==> src/rtl/epr_pkg.sv <==
// ----------------------------------------------------------------------------
// Edit position remapper package
// Shared widths, codes and record types for the edit remapper cell chain.
// ----------------------------------------------------------------------------
package epr_pkg;

   // field and position widths
   localparam int FIELD_W       = 16;
   localparam int POS_BITS      = 16;
   localparam logic [63:0] POS_MAX = (64'd1 << POS_BITS) - 64'd1;

   // default table depth
   localparam int EPR_MAX_EDITS = 64;

   // item kinds
   localparam logic [1:0] KIND_CLEAR    = 2'd0;
   localparam logic [1:0] KIND_APPEND   = 2'd1;
   localparam logic [1:0] KIND_MAP_FWD  = 2'd2;
   localparam logic [1:0] KIND_MAP_BACK = 2'd3;

   // result status codes
   localparam logic [1:0] STAT_OK   = 2'd0;
   localparam logic [1:0] STAT_FULL = 2'd1;
   localparam logic [1:0] STAT_SAT  = 2'd2;

   typedef struct packed {
      logic [FIELD_W-1:0] bl;
      logic [FIELD_W-1:0] bc;
      logic [FIELD_W-1:0] el;
      logic [FIELD_W-1:0] ec;
   } epr_range_type;

   typedef struct packed {
      epr_range_type orig_rng;
      epr_range_type xfrm_rng;
   } epr_edit_type;

   // query token handed from cell to cell
   typedef struct packed {
      logic               dir;         // 1: transformed back to original
      logic [FIELD_W-1:0] ln;
      logic [FIELD_W-1:0] col;
      logic               done;        // walk stopped
      logic               snap;
      logic [FIELD_W-1:0] snap_line;
      logic [FIELD_W-1:0] snap_col;
      logic               track_valid;
      logic [FIELD_W-1:0] track_line;
   } epr_tok_type;

   typedef struct packed {
      logic [FIELD_W-1:0] mapped_line;
      logic [FIELD_W-1:0] mapped_col;
      logic               snapped;
      logic [1:0]         status;
   } epr_result_type;

endpackage

==> src/rtl/epr_resolve.sv <==
// ----------------------------------------------------------------------------
// Edit remapper resolve
// Turns the finished walk token into a clamped mapped position.
// ----------------------------------------------------------------------------
module epr_resolve import epr_pkg::*; #(
   parameter int DELTA_W = 25
) (
   input  epr_tok_type               tok,
   input  logic signed [DELTA_W-1:0] line_delta,
   input  logic signed [DELTA_W-1:0] col_delta,
   output epr_result_type            result
);

   localparam int SUM_W = DELTA_W + 1;
   localparam logic signed [SUM_W-1:0] MAX_S = SUM_W'(POS_MAX);

   logic signed [SUM_W-1:0] line_v, col_v;
   logic                    sat_l, sat_c;

   always_comb begin
      if (tok.snap) begin
         line_v = $signed(SUM_W'(tok.snap_line));
         col_v  = $signed(SUM_W'(tok.snap_col));
      end else begin
         line_v = $signed(SUM_W'(tok.ln)) + SUM_W'(line_delta);
         col_v  = $signed(SUM_W'(tok.col));
         if (tok.track_valid && (tok.track_line == tok.ln)) begin
            col_v = col_v + SUM_W'(col_delta);
         end
      end

      sat_l = 1'b0;
      if (line_v < 0) begin
         line_v = '0;
         sat_l  = 1'b1;
      end else if (line_v > MAX_S) begin
         line_v = MAX_S;
         sat_l  = 1'b1;
      end

      sat_c = 1'b0;
      if (col_v < 0) begin
         col_v = '0;
         sat_c = 1'b1;
      end else if (col_v > MAX_S) begin
         col_v = MAX_S;
         sat_c = 1'b1;
      end

      result.mapped_line = line_v[FIELD_W-1:0];
      result.mapped_col  = col_v[FIELD_W-1:0];
      result.snapped     = tok.snap;
      result.status      = (sat_l || sat_c) ? STAT_SAT : STAT_OK;
   end

endmodule

==> config.mk <==
export PLATFORM = sky130hd
export DESIGN_NAME = epr_resolve
export DESIGN_NICKNAME = d
export VERILOG_FILES = /design/src/rtl/epr_pkg.sv /design/src/rtl/epr_resolve.sv
export SDC_FILE = /design/constraint.sdc
export NUM_CORES = 1
export LEC_CHECK = 0
export BUFFER_PORTS_ARGS = -buffer_cell sky130_fd_sc_hd__buf_2
export CAP_MARGIN = 40
export CORE_UTILIZATION = 30
export DETAILED_ROUTE_END_ITERATION = 6
export SLEW_MARGIN = 15
export SYNTH_ARGS = -nofsm -noshare
export SYNTH_HDL_FRONTEND = slang
export SYNTH_SLANG_ARGS = --single-unit
==> constraint.sdc <==
create_clock -name vclk -period 3
set_input_delay 0.15 -clock vclk [all_inputs]
set_output_delay 0.15 -clock vclk [all_outputs]
set_load 0.02 [all_outputs]
==> results.toml <==
[outcome]
status = "finished, final reports clean"

[power]
p_per_area_nw_per_um2 = 183
p_int_mw = 0.400
clkPwrFrac_pct = 0
p_seq_share_pct = 0
vdd_drop_max_v = 0.000101
combPwrFrac_pct = 100.0
p_sw_mw = 0.481
power_mw = 0.882
p_leak_nw = 2.20
swShare_pct = 54.6

[sta]
drv_slew = 0
hold_viol_final = 0
worst_pin_slew_ns = 0.574
setup_violations = 0
fmax_mhz = 341
setup_slack_ns = 0.0682
max-slew-margin-rel_pct = 61.6
period_needed_ns = 2.93
post-route-period-util_pct = 97.7

[logic_synthesis]
synth.lib_cells_used.distinct = 69
syn_area_um2 = 3270
synth-simple-area-share_pct = 28.3
ys_seq_area_share_pct = 0
syn_avg_cell_area_um2 = 6.69
synth_xor_area_share_pct = 11.2
synthAdderAreaFrac_pct = 13.5
syn-num-nets = 657
yosysWarningCount = 0
synthMuxAreaShare_pct = 3.48
synth_top_family_by_area = "compound AO/OA/AOI/OAI gates"
synth_cells = 489
synth_compound_area_share_pct = 37.7

[final_layout]
layout-drive-gt1-share_pct = 39.1
diodes = 0
layout.nets = 843
syn_to_final_growth_pct = 47.2
seq_cells = 0
nClkBuffers = 0
regArea_um2 = 0
final_cell_area_um2 = 4820
post-route-util_pct = 46.1

[placed_design]
dpl_worst_slack_ns = -0.176
hpwl_mm = 10.6
placed_area_um2 = 4490
port_buffers = 166
gp_congestion = 0.889

[floorplanning]
core_um2 = 10500
ios = 169
fp.dieH_um = 106
row_count = 37
die_area_um2 = 11300
die_x_um = 106
start_util_pct = 31.3

[setup_path]
cp-startpoint = "tok[75]"
start_kind = "input pin"
crit_type = "in -> out"
cp_data_arrival_time_ns = 2.78
worst_ep_required_time_ns = 2.85
critical_path.max_fanout = 5
endpoint_kind = "output pin"

[clock_tree]
hold_buffers = 0

[drt]
route.vias.total = 4541
post_drt_wl_per_cell_um = 15.9
ant_nets = 0
vias_per_cell = 5.61
dr.pass1.iters = 4
drc = 0
routed_wl_mm = 12.9
drt_iter0_markers = 213

[min_path]
hp-class = "in -> out"
holdCritStartpoint = "tok[31]"

[global_routing]
grt_pass1_vias = 4358
grt_pass1_wl_mm = 19.9
grt.total_usage_pct = 21.2
grt_max_degree = 35
antenna_found_initial = 0
grt-ovfl-total = 0

[flow_run]
cap_violations = 0
==> routing by layer <==
metal	part of all wire, %	global-route usage [%]	wire, um
met2	49	39.9	6300
met4	2.5	5.38	323
met1	43	25.8	5560
met5	0	0	0
met3	5.5	1.29	704
==> layout by cell type, fill, tap and decap left out, types with 6 or more instances in the layout <==
cell and instances:
o21bai_1 6, ha_1 24, xnor2_1 21, or3_1 6, ha_4 8, o311a_1 13
nor3_1 10, buf_4 48, nand4_1 13, o21ai_0 28, a31oi_1 9, nand2b_1 16
mux2i_1 8, nand2_1 37, o21ai_1 11, inv_1 11, nor2_1 41, a211oi_1 8
and3_1 7, a21oi_1 34, o21a_1 9, buf_2 165, xor2_1 21, o211ai_1 10
nand3_1 12, a21o_1 9
==> cell usage after synthesis (4+ instances only) <==
| library cell | count | area (um2) |
|---|---|---|
| ha_1 | 32 | 400 |
| xnor2_1 | 21 | 184 |
| nor2b_1 | 4 | 25.0 |
| o211ai_1 | 10 | 75.1 |
| clkbuf_1 | 24 | 90.1 |
| o21a_1 | 9 | 67.6 |
| a211oi_1 | 8 | 60.1 |
| mux2i_1 | 8 | 80.1 |
| nor2_1 | 43 | 161 |
| a31oi_1 | 9 | 56.3 |
| and3_1 | 8 | 50.1 |
| nand2b_1 | 16 | 100 |
| nand3_1 | 12 | 60.1 |
| xor2_1 | 21 | 184 |
| nor3_1 | 12 | 60.1 |
| o31ai_1 | 4 | 30.0 |
| o21ai_0 | 28 | 140 |
| nand2_1 | 38 | 143 |
| o311a_1 | 13 | 130 |
| a21oi_1 | 37 | 185 |
| buf_2 | 5 | 25.0 |
| inv_1 | 11 | 41.3 |
| o21bai_1 | 7 | 52.6 |
| o21ai_1 | 14 | 70.1 |
| nand4_1 | 13 | 81.3 |
| a21o_1 | 9 | 67.6 |
| or3_1 | 6 | 37.5 |
==> stage by stage <==
stage          hold WS, ns  cells  TNS (ns)
2_1_floorplan        0.413    489         0
3_3_place_gp         0.658    806     -2.00
3_5_place_dp         0.662    806     -2.56
4_1_cts              0.662    807   -0.0160
5_1_grt              0.677    809   -0.0659
6_report             0.663    809         0
==> path summary, 6_finish.rpt <==
check | depth (start not counted) | endpoint
max | 11 | result[1]
min | 4 | result[17]
==> critical path: stages <==
cell and delay [ns]:
buf_2 0.12, ha_4 0.30, nand4_2 0.13, or4b_4 0.55, a211oi_4 0.24, o21ai_2 0.13, o41ai_4 0.28, nand4_4 0.17
buf_6 0.15, o41a_1 0.41, buf_6 0.15
==> area by class of cell <==
cell class,instances,area (um2)
Timing Repair Buffer,216,1220
Tap cell,136,170
Inverter,12,45.0
Multi-Input combinational cell,445,3380
Fill cell,1078,5640
==> timing repair <==
action	CTS	global route
cloned	0	1
pin swaps	7	11
setup endpoints to repair	27	33
resized for setup	18	37
setup buffers	1	1
==> cells by family (layout without fill, tap and decap cells) <==
kind of cell               count (synthesis)  count (layout)
xor gates and xnor gates                  42              42
muxes                                     11              11
adders and majority gates                 34              34
and+or+nand+nor                          177             177
other                                      1               1
AOI/OAI and AO/OA                        180             180
buffers and inverters                     44             228
==> power groups by stage <==
stage / Sequential, mW / Combinational, mW / Clock (mW)
global route: 0 / 0.956 / 0
global placement: 0 / 0.784 / 0
detailed placement: 0 / 0.794 / 0
floorplan: 0 / 0.496 / 0
CTS: 0 / 0.826 / 0
finish: 0 / 0.882 / 0
(Power assumes the default switching activity.)
