## config.mk

```make
export PLATFORM = sky130hd
export DESIGN_NAME = epr_walk_cell
export DESIGN_NICKNAME = d
export VERILOG_FILES = /design/src/rtl/epr_pkg.sv /design/src/rtl/epr_walk_cell.sv
export SDC_FILE = /design/constraint.sdc
export NUM_CORES = 1
export LEC_CHECK = 0
export BUFFER_PORTS_ARGS = -buffer_cell sky130_fd_sc_hd__buf_2
export CORE_MARGIN = 4
export CORE_UTILIZATION = 30
export CTS_BUF_LIST = sky130_fd_sc_hd__clkbuf_8
export DETAILED_ROUTE_END_ITERATION = 6
export SYNTH_ARGS = -nofsm -noshare
export SYNTH_HDL_FRONTEND = slang
export SYNTH_SLANG_ARGS = --single-unit
```

## constraint.sdc

```tcl
create_clock -name clock -period 16.1 [get_ports clock]
set_input_delay 1.61 -clock clock [delete_from_list [all_inputs] [get_ports clock]]
set_output_delay 1.61 -clock clock [all_outputs]
set_load 0.03 [all_outputs]
```

## src/rtl/epr_pkg.sv

```systemverilog
// ----------------------------------------------------------------------------
// Edit position remapper package
// Shared widths, codes and record types for the edit remapper cell chain.
// ----------------------------------------------------------------------------
package epr_pkg;

   // field and position widths
   localparam int FIELD_W       = 16;
   localparam int POS_BITS      = 16;
   localparam logic [63:0] POS_MAX = (64'd1 << POS_BITS) - 64'd1;

   // default table depth
   localparam int EPR_MAX_EDITS = 64;

   // item kinds
   localparam logic [1:0] KIND_CLEAR    = 2'd0;
   localparam logic [1:0] KIND_APPEND   = 2'd1;
   localparam logic [1:0] KIND_MAP_FWD  = 2'd2;
   localparam logic [1:0] KIND_MAP_BACK = 2'd3;

   // result status codes
   localparam logic [1:0] STAT_OK   = 2'd0;
   localparam logic [1:0] STAT_FULL = 2'd1;
   localparam logic [1:0] STAT_SAT  = 2'd2;

   typedef struct packed {
      logic [FIELD_W-1:0] bl;
      logic [FIELD_W-1:0] bc;
      logic [FIELD_W-1:0] el;
      logic [FIELD_W-1:0] ec;
   } epr_range_type;

   typedef struct packed {
      epr_range_type orig_rng;
      epr_range_type xfrm_rng;
   } epr_edit_type;

   // query token handed from cell to cell
   typedef struct packed {
      logic               dir;         // 1: transformed back to original
      logic [FIELD_W-1:0] ln;
      logic [FIELD_W-1:0] col;
      logic               done;        // walk stopped
      logic               snap;
      logic [FIELD_W-1:0] snap_line;
      logic [FIELD_W-1:0] snap_col;
      logic               track_valid;
      logic [FIELD_W-1:0] track_line;
   } epr_tok_type;

   typedef struct packed {
      logic [FIELD_W-1:0] mapped_line;
      logic [FIELD_W-1:0] mapped_col;
      logic               snapped;
      logic [1:0]         status;
   } epr_result_type;

endpackage

```

## src/rtl/epr_walk_cell.sv

```systemverilog
// ----------------------------------------------------------------------------
// Edit remapper walk cell
// Holds one edit and applies it to the query token passing through.
// ----------------------------------------------------------------------------
module epr_walk_cell import epr_pkg::*; #(
   parameter int CNT_W   = 7,
   parameter int DELTA_W = 25
) (
   input  logic                      clock,
   input  logic                      reset,
   input  logic                      wr_en,
   input  epr_edit_type              wr_edit,
   input  logic                      up_valid,
   input  epr_tok_type               up_tok,
   input  logic [CNT_W-1:0]          up_rem,
   input  logic signed [DELTA_W-1:0] up_line_delta,
   input  logic signed [DELTA_W-1:0] up_col_delta,
   output logic                      dn_valid,
   output epr_tok_type               dn_tok,
   output logic [CNT_W-1:0]          dn_rem,
   output logic signed [DELTA_W-1:0] dn_line_delta,
   output logic signed [DELTA_W-1:0] dn_col_delta
);

   epr_edit_type              edit_ff;
   logic                      valid_ff;
   epr_tok_type               tok_ff, tok_in;
   logic [CNT_W-1:0]          rem_ff, rem_in;
   logic signed [DELTA_W-1:0] ld_ff, ld_in, cd_ff, cd_in;

   epr_range_type             src, dst;
   logic                      is_before, is_inside, single;
   logic signed [FIELD_W+1:0] dl, dc;

   always_comb begin
      src = up_tok.dir ? edit_ff.xfrm_rng : edit_ff.orig_rng;
      dst = up_tok.dir ? edit_ff.orig_rng : edit_ff.xfrm_rng;

      is_before = (up_tok.ln < src.bl) || ((up_tok.ln == src.bl) && (up_tok.col < src.bc));

      if ((up_tok.ln > src.bl) && (up_tok.ln < src.el)) begin
         is_inside = 1'b1;
      end else if ((up_tok.ln == src.bl) && (up_tok.ln == src.el)) begin
         is_inside = (up_tok.col >= src.bc) && (up_tok.col < src.ec);
      end else if (up_tok.ln == src.bl) begin
         is_inside = (up_tok.col >= src.bc);
      end else if (up_tok.ln == src.el) begin
         is_inside = (up_tok.col < src.ec);
      end else begin
         is_inside = 1'b0;
      end

      // target length minus source length, for lines and columns
      dl = $signed({2'b00, dst.el}) - $signed({2'b00, dst.bl})
         - $signed({2'b00, src.el}) + $signed({2'b00, src.bl});
      dc = $signed({2'b00, dst.ec}) - $signed({2'b00, dst.bc})
         - $signed({2'b00, src.ec}) + $signed({2'b00, src.bc});
      single = (src.el == src.bl) && (dst.el == dst.bl);

      tok_in = up_tok;
      rem_in = up_rem;
      ld_in  = up_line_delta;
      cd_in  = up_col_delta;

      if (!up_tok.done && (up_rem != '0)) begin
         if (is_before) begin
            tok_in.done = 1'b1;
         end else if (is_inside) begin
            tok_in.done      = 1'b1;
            tok_in.snap      = 1'b1;
            tok_in.snap_line = dst.bl;
            tok_in.snap_col  = dst.bc;
         end else begin
            ld_in = up_line_delta + DELTA_W'(dl);
            if (single) begin
               if (up_tok.track_valid && (up_tok.track_line == src.bl)) begin
                  cd_in = up_col_delta + DELTA_W'(dc);
               end else begin
                  tok_in.track_valid = 1'b1;
                  tok_in.track_line  = src.bl;
                  cd_in              = DELTA_W'(dc);
               end
            end else begin
               tok_in.track_valid = 1'b0;
               cd_in              = '0;
            end
            rem_in = up_rem - 1'b1;
         end
      end
   end

   always_ff @(posedge clock) begin
      if (reset) begin
         valid_ff <= 1'b0;
      end else begin
         valid_ff <= up_valid;
      end
   end

   always_ff @(posedge clock) begin
      tok_ff <= tok_in;
      rem_ff <= rem_in;
      ld_ff  <= ld_in;
      cd_ff  <= cd_in;
      if (wr_en) begin
         edit_ff <= wr_edit;
      end
   end

   assign dn_valid      = valid_ff;
   assign dn_tok        = tok_ff;
   assign dn_rem        = rem_ff;
   assign dn_line_delta = ld_ff;
   assign dn_col_delta  = cd_ff;

endmodule

```

==> flow_summary.toml <==
[outcome]
status = "finished clean"

[place]
post-place-ws_ps = 6171
globalplace.congestion = 0.8916
dp.final_hpwl_um = 47430
place_area_mm2 = 0.02040
numPortBuffers = 414
dp_cells = 2823

[clock_tree]
clock_path_buffers = 3
cts_tree = "built"
post_cts_resized = 0
clkSinkCount = 270
cts_made_buffers = 51
clockRootBuffer = "clkbuf_8"
clk_pin_slew_ps = 60
postCtsHoldBufs = 0
cts_setup_buffers = 0
htreeDepth = 2
insertion_delay_ps = 630

[layout]
stdcell_area_mm2 = 0.02156
syn_to_final_growth_pct = 23.35
fillers = 5839
drive_gt1_frac = 0.2797
nets = 2616
final_util = 0.3738
fin_cells = 2925

[yosys]
synth_edf_count = 128
netlist.area_leader.share = 0.2199
yosysTopAreaCell = "edfxtp_1"
netlist_instances = 1672
synthTopCellsByArea = "edfxtp_1 (22%), dfxtp_1 (16%), ha_1 (14%)"
synth-seq-area-share = 0.3825
synth_nets = 2177
yosysWarnings = 0
syn_area_mm2 = 0.01748
synth.distinct_cells = 78
async_reset_ff_frac = 0
synth_ff_type = "dfxtp_1"
ys_ff_latch = 270
postSynthAreaPerCell_um2 = 10.46

[worst_setup_path]
r2r-start = "edit_ff[97]"
ff2ff_path_depth = 30
slowest_stage = "buf_4"
worst_path_most_repeated_cell = "a21oi_1"
critical-path-top-delay-family = "compound AO/OA/AOI/OAI gates"
crit_path_max_fanout = 66
r2r_slack_ps = 8550
worst-setup-path-type = "in -> reg"
cp_num_cells = 31
critPathRequiredTime_ps = 16600
r2r-end = "dn_col_delta[24]"
slowest_delay_ps = 880
crit_end = "dn_line_delta[22]"
path_buf_inv = 4
startpoint = "up_tok[83]"
critPathCaptureType = "flop"
cp.arrival_ps = 9860
critPathLaunchType = "primary input"

[floorplanning]
top_level_ports = 415
dieHeight_um = 249.4
die-area_mm2 = 0.06220
rows = 88
core_mm2 = 0.05770
start_util = 0.3030
fp.dieW_um = 249.4

[sta]
tns_ps = 0
setup_violations = 0
rsz0062_at_grt = "false"
relSlewSlack = 0.2279
slew_viol_final = 0
holdWs_ps = 600.7
skew_ps = 34.83
setup_slack_ps = 6746
worst_slew_pin_slew_ps = 1126
layout_worst_path_cycle_share = 0.5810
final_hold_viol_count = 0
period_needed_ps = 9354
max_freq_ghz = 0.1069

[pwr]
p_comb_frac = 0.648
total_power_mw = 4.438
switching_power_mw = 2.045
ir_worst_vdd_v = 0.00009592
seqPwrFrac = 0.185
powerDensity_mw_per_mm2 = 205.8
switching_share = 0.4608
internal-power_mw = 2.393
p_clk_frac = 0.167
p_leak_nw = 9.950

[global_route]
grt.total_usage = 0.1761
grt_pass1_vias = 14730
grt_overflow = 0
grt_antenna_before_repair = 13
grt_max_degree = 81
grt_pass1_wl_um = 85550

[hold_path]
hp-class = "reg -> reg"
holdPathStages = 2

[route]
drtAntennaViolNets = 0
firstDrtPassIters = 5
drt_iter0_drc = 774
viasPerCell = 4.883
drt-total-wl_um = 56990
wl_per_cell_um = 19.48
vias = 14280
drc = 0

[job]
drv_cap = 0
registers in the layout, summed over array words and instances, names as in the netlist:
signal         cells
dn_col_delta      25
dn_line_delta     25
dn_rem             7
dn_tok            84
dn_valid           1
edit_ff          128
cells in the mapped netlist, types with 5 or more instances:
master / count
xnor2_1: 80
mux2_2: 55
fa_1: 36
nor2_2: 5
a31o_2: 6
a31oi_1: 15
clkbuf_1: 16
o21bai_1: 12
mux2i_1: 99
or3_1: 9
a2111oi_0: 5
xor2_1: 33
ha_1: 196
nand4_1: 23
nor3_1: 29
a21o_1: 48
o21a_1: 18
a211oi_1: 11
a211o_1: 7
buf_2: 8
nor2b_1: 15
nor4_1: 8
a21oi_1: 125
nor2_1: 112
and4_1: 6
nand3_1: 29
o211ai_1: 11
and2_1: 5
a22oi_1: 7
o31ai_1: 7
and3_1: 11
inv_1: 140
nand2_1: 46
edfxtp_1: 128
buf_1: 7
o2bb2ai_1: 11
mux2i_2: 6
nand2b_1: 14
buf_6: 6
dfxtp_1: 142
o21ai_0: 59
or2_2: 5
cell families after synthesis:
| kind of cell | count (synthesis) | share of synthesized area |
|---|---|---|
| adders and majority gates | 232 | 0.1815 |
| muxes | 161 | 0.09769 |
| AOI/OAI and AO/OA | 383 | 0.1425 |
| DFF | 270 | 0.3825 |
| buffers and inverters | 178 | 0.04158 |
| xor gates and xnor gates | 113 | 0.05661 |
| and+or+nand+nor | 335 | 0.09762 |
area by class of cell:
cell class / instances / area [um^2] / share of cell area
multi-input cells: 1224 / 10080 / 0.4674
clock buffers: 59 / 812.0 / 0.03766
flip-flops and latches: 270 / 6686 / 0.3101
clock inverters: 35 / 327.8 / 0.01520
diodes: 8 / 20.02 / 0.0009283
repair buffers: 424 / 2156 / 0.09997
well taps: 765 / 957.2 / 0.04439
inverters: 140 / 525.5 / 0.02437
how the worst min path moves through the flow:
stage                           start          to
after detailed placement  edit_ff[34]  dn_tok[19]
after global placement    edit_ff[43]  dn_tok[28]
after CTS                 edit_ff[34]  dn_tok[19]
after global routing      edit_ff[34]  dn_tok[19]
final                     edit_ff[34]  dn_tok[19]
after floorplan           edit_ff[44]  dn_tok[29]
cells in the final DEF (no fill, tap or decap), drive strengths merged, types with 33 or more instances in the layout:
cell	n
buf	424
ha	196
inv	152
dfxtp	142
a21oi	129
edfxtp	128
nor2	117
mux2i	105
xnor2	80
o21ai	62
clkbuf	59
mux2	56
a21o	48
nand2	46
fa	36
xor2	33
layer usage:
layer | global-route usage | vias to the layer above | wire length [um] | share of wire
met5 | 0 | - | 83 | 0.0015
met4 | 0.06041 | 12 | 1629 | 0.029
met3 | 0.04200 | 95 | 3250 | 0.057
met2 | 0.2754 | 403 | 25300 | 0.44
met1 | 0.2397 | 6770 | 26720 | 0.47
li1 | - | 7004 | - | -
power groups by stage:
stage / Clock (mW) / Combinational (mW) / Sequential (mW)
floorplan: 0 / 2.05 / 0.924
global placement: 0 / 2.80 / 0.836
detailed placement: 0 / 2.86 / 0.838
CTS: 0.768 / 2.87 / 0.824
global route: 0.803 / 3.20 / 0.830
finish: 0.739 / 2.88 / 0.823
worst min-delay path: stages (launching register included):
cell      delay, ps
edfxtp_1        340
mux2i_1         100
a21oi_1         120
Power figures use the tool's default switching activity.
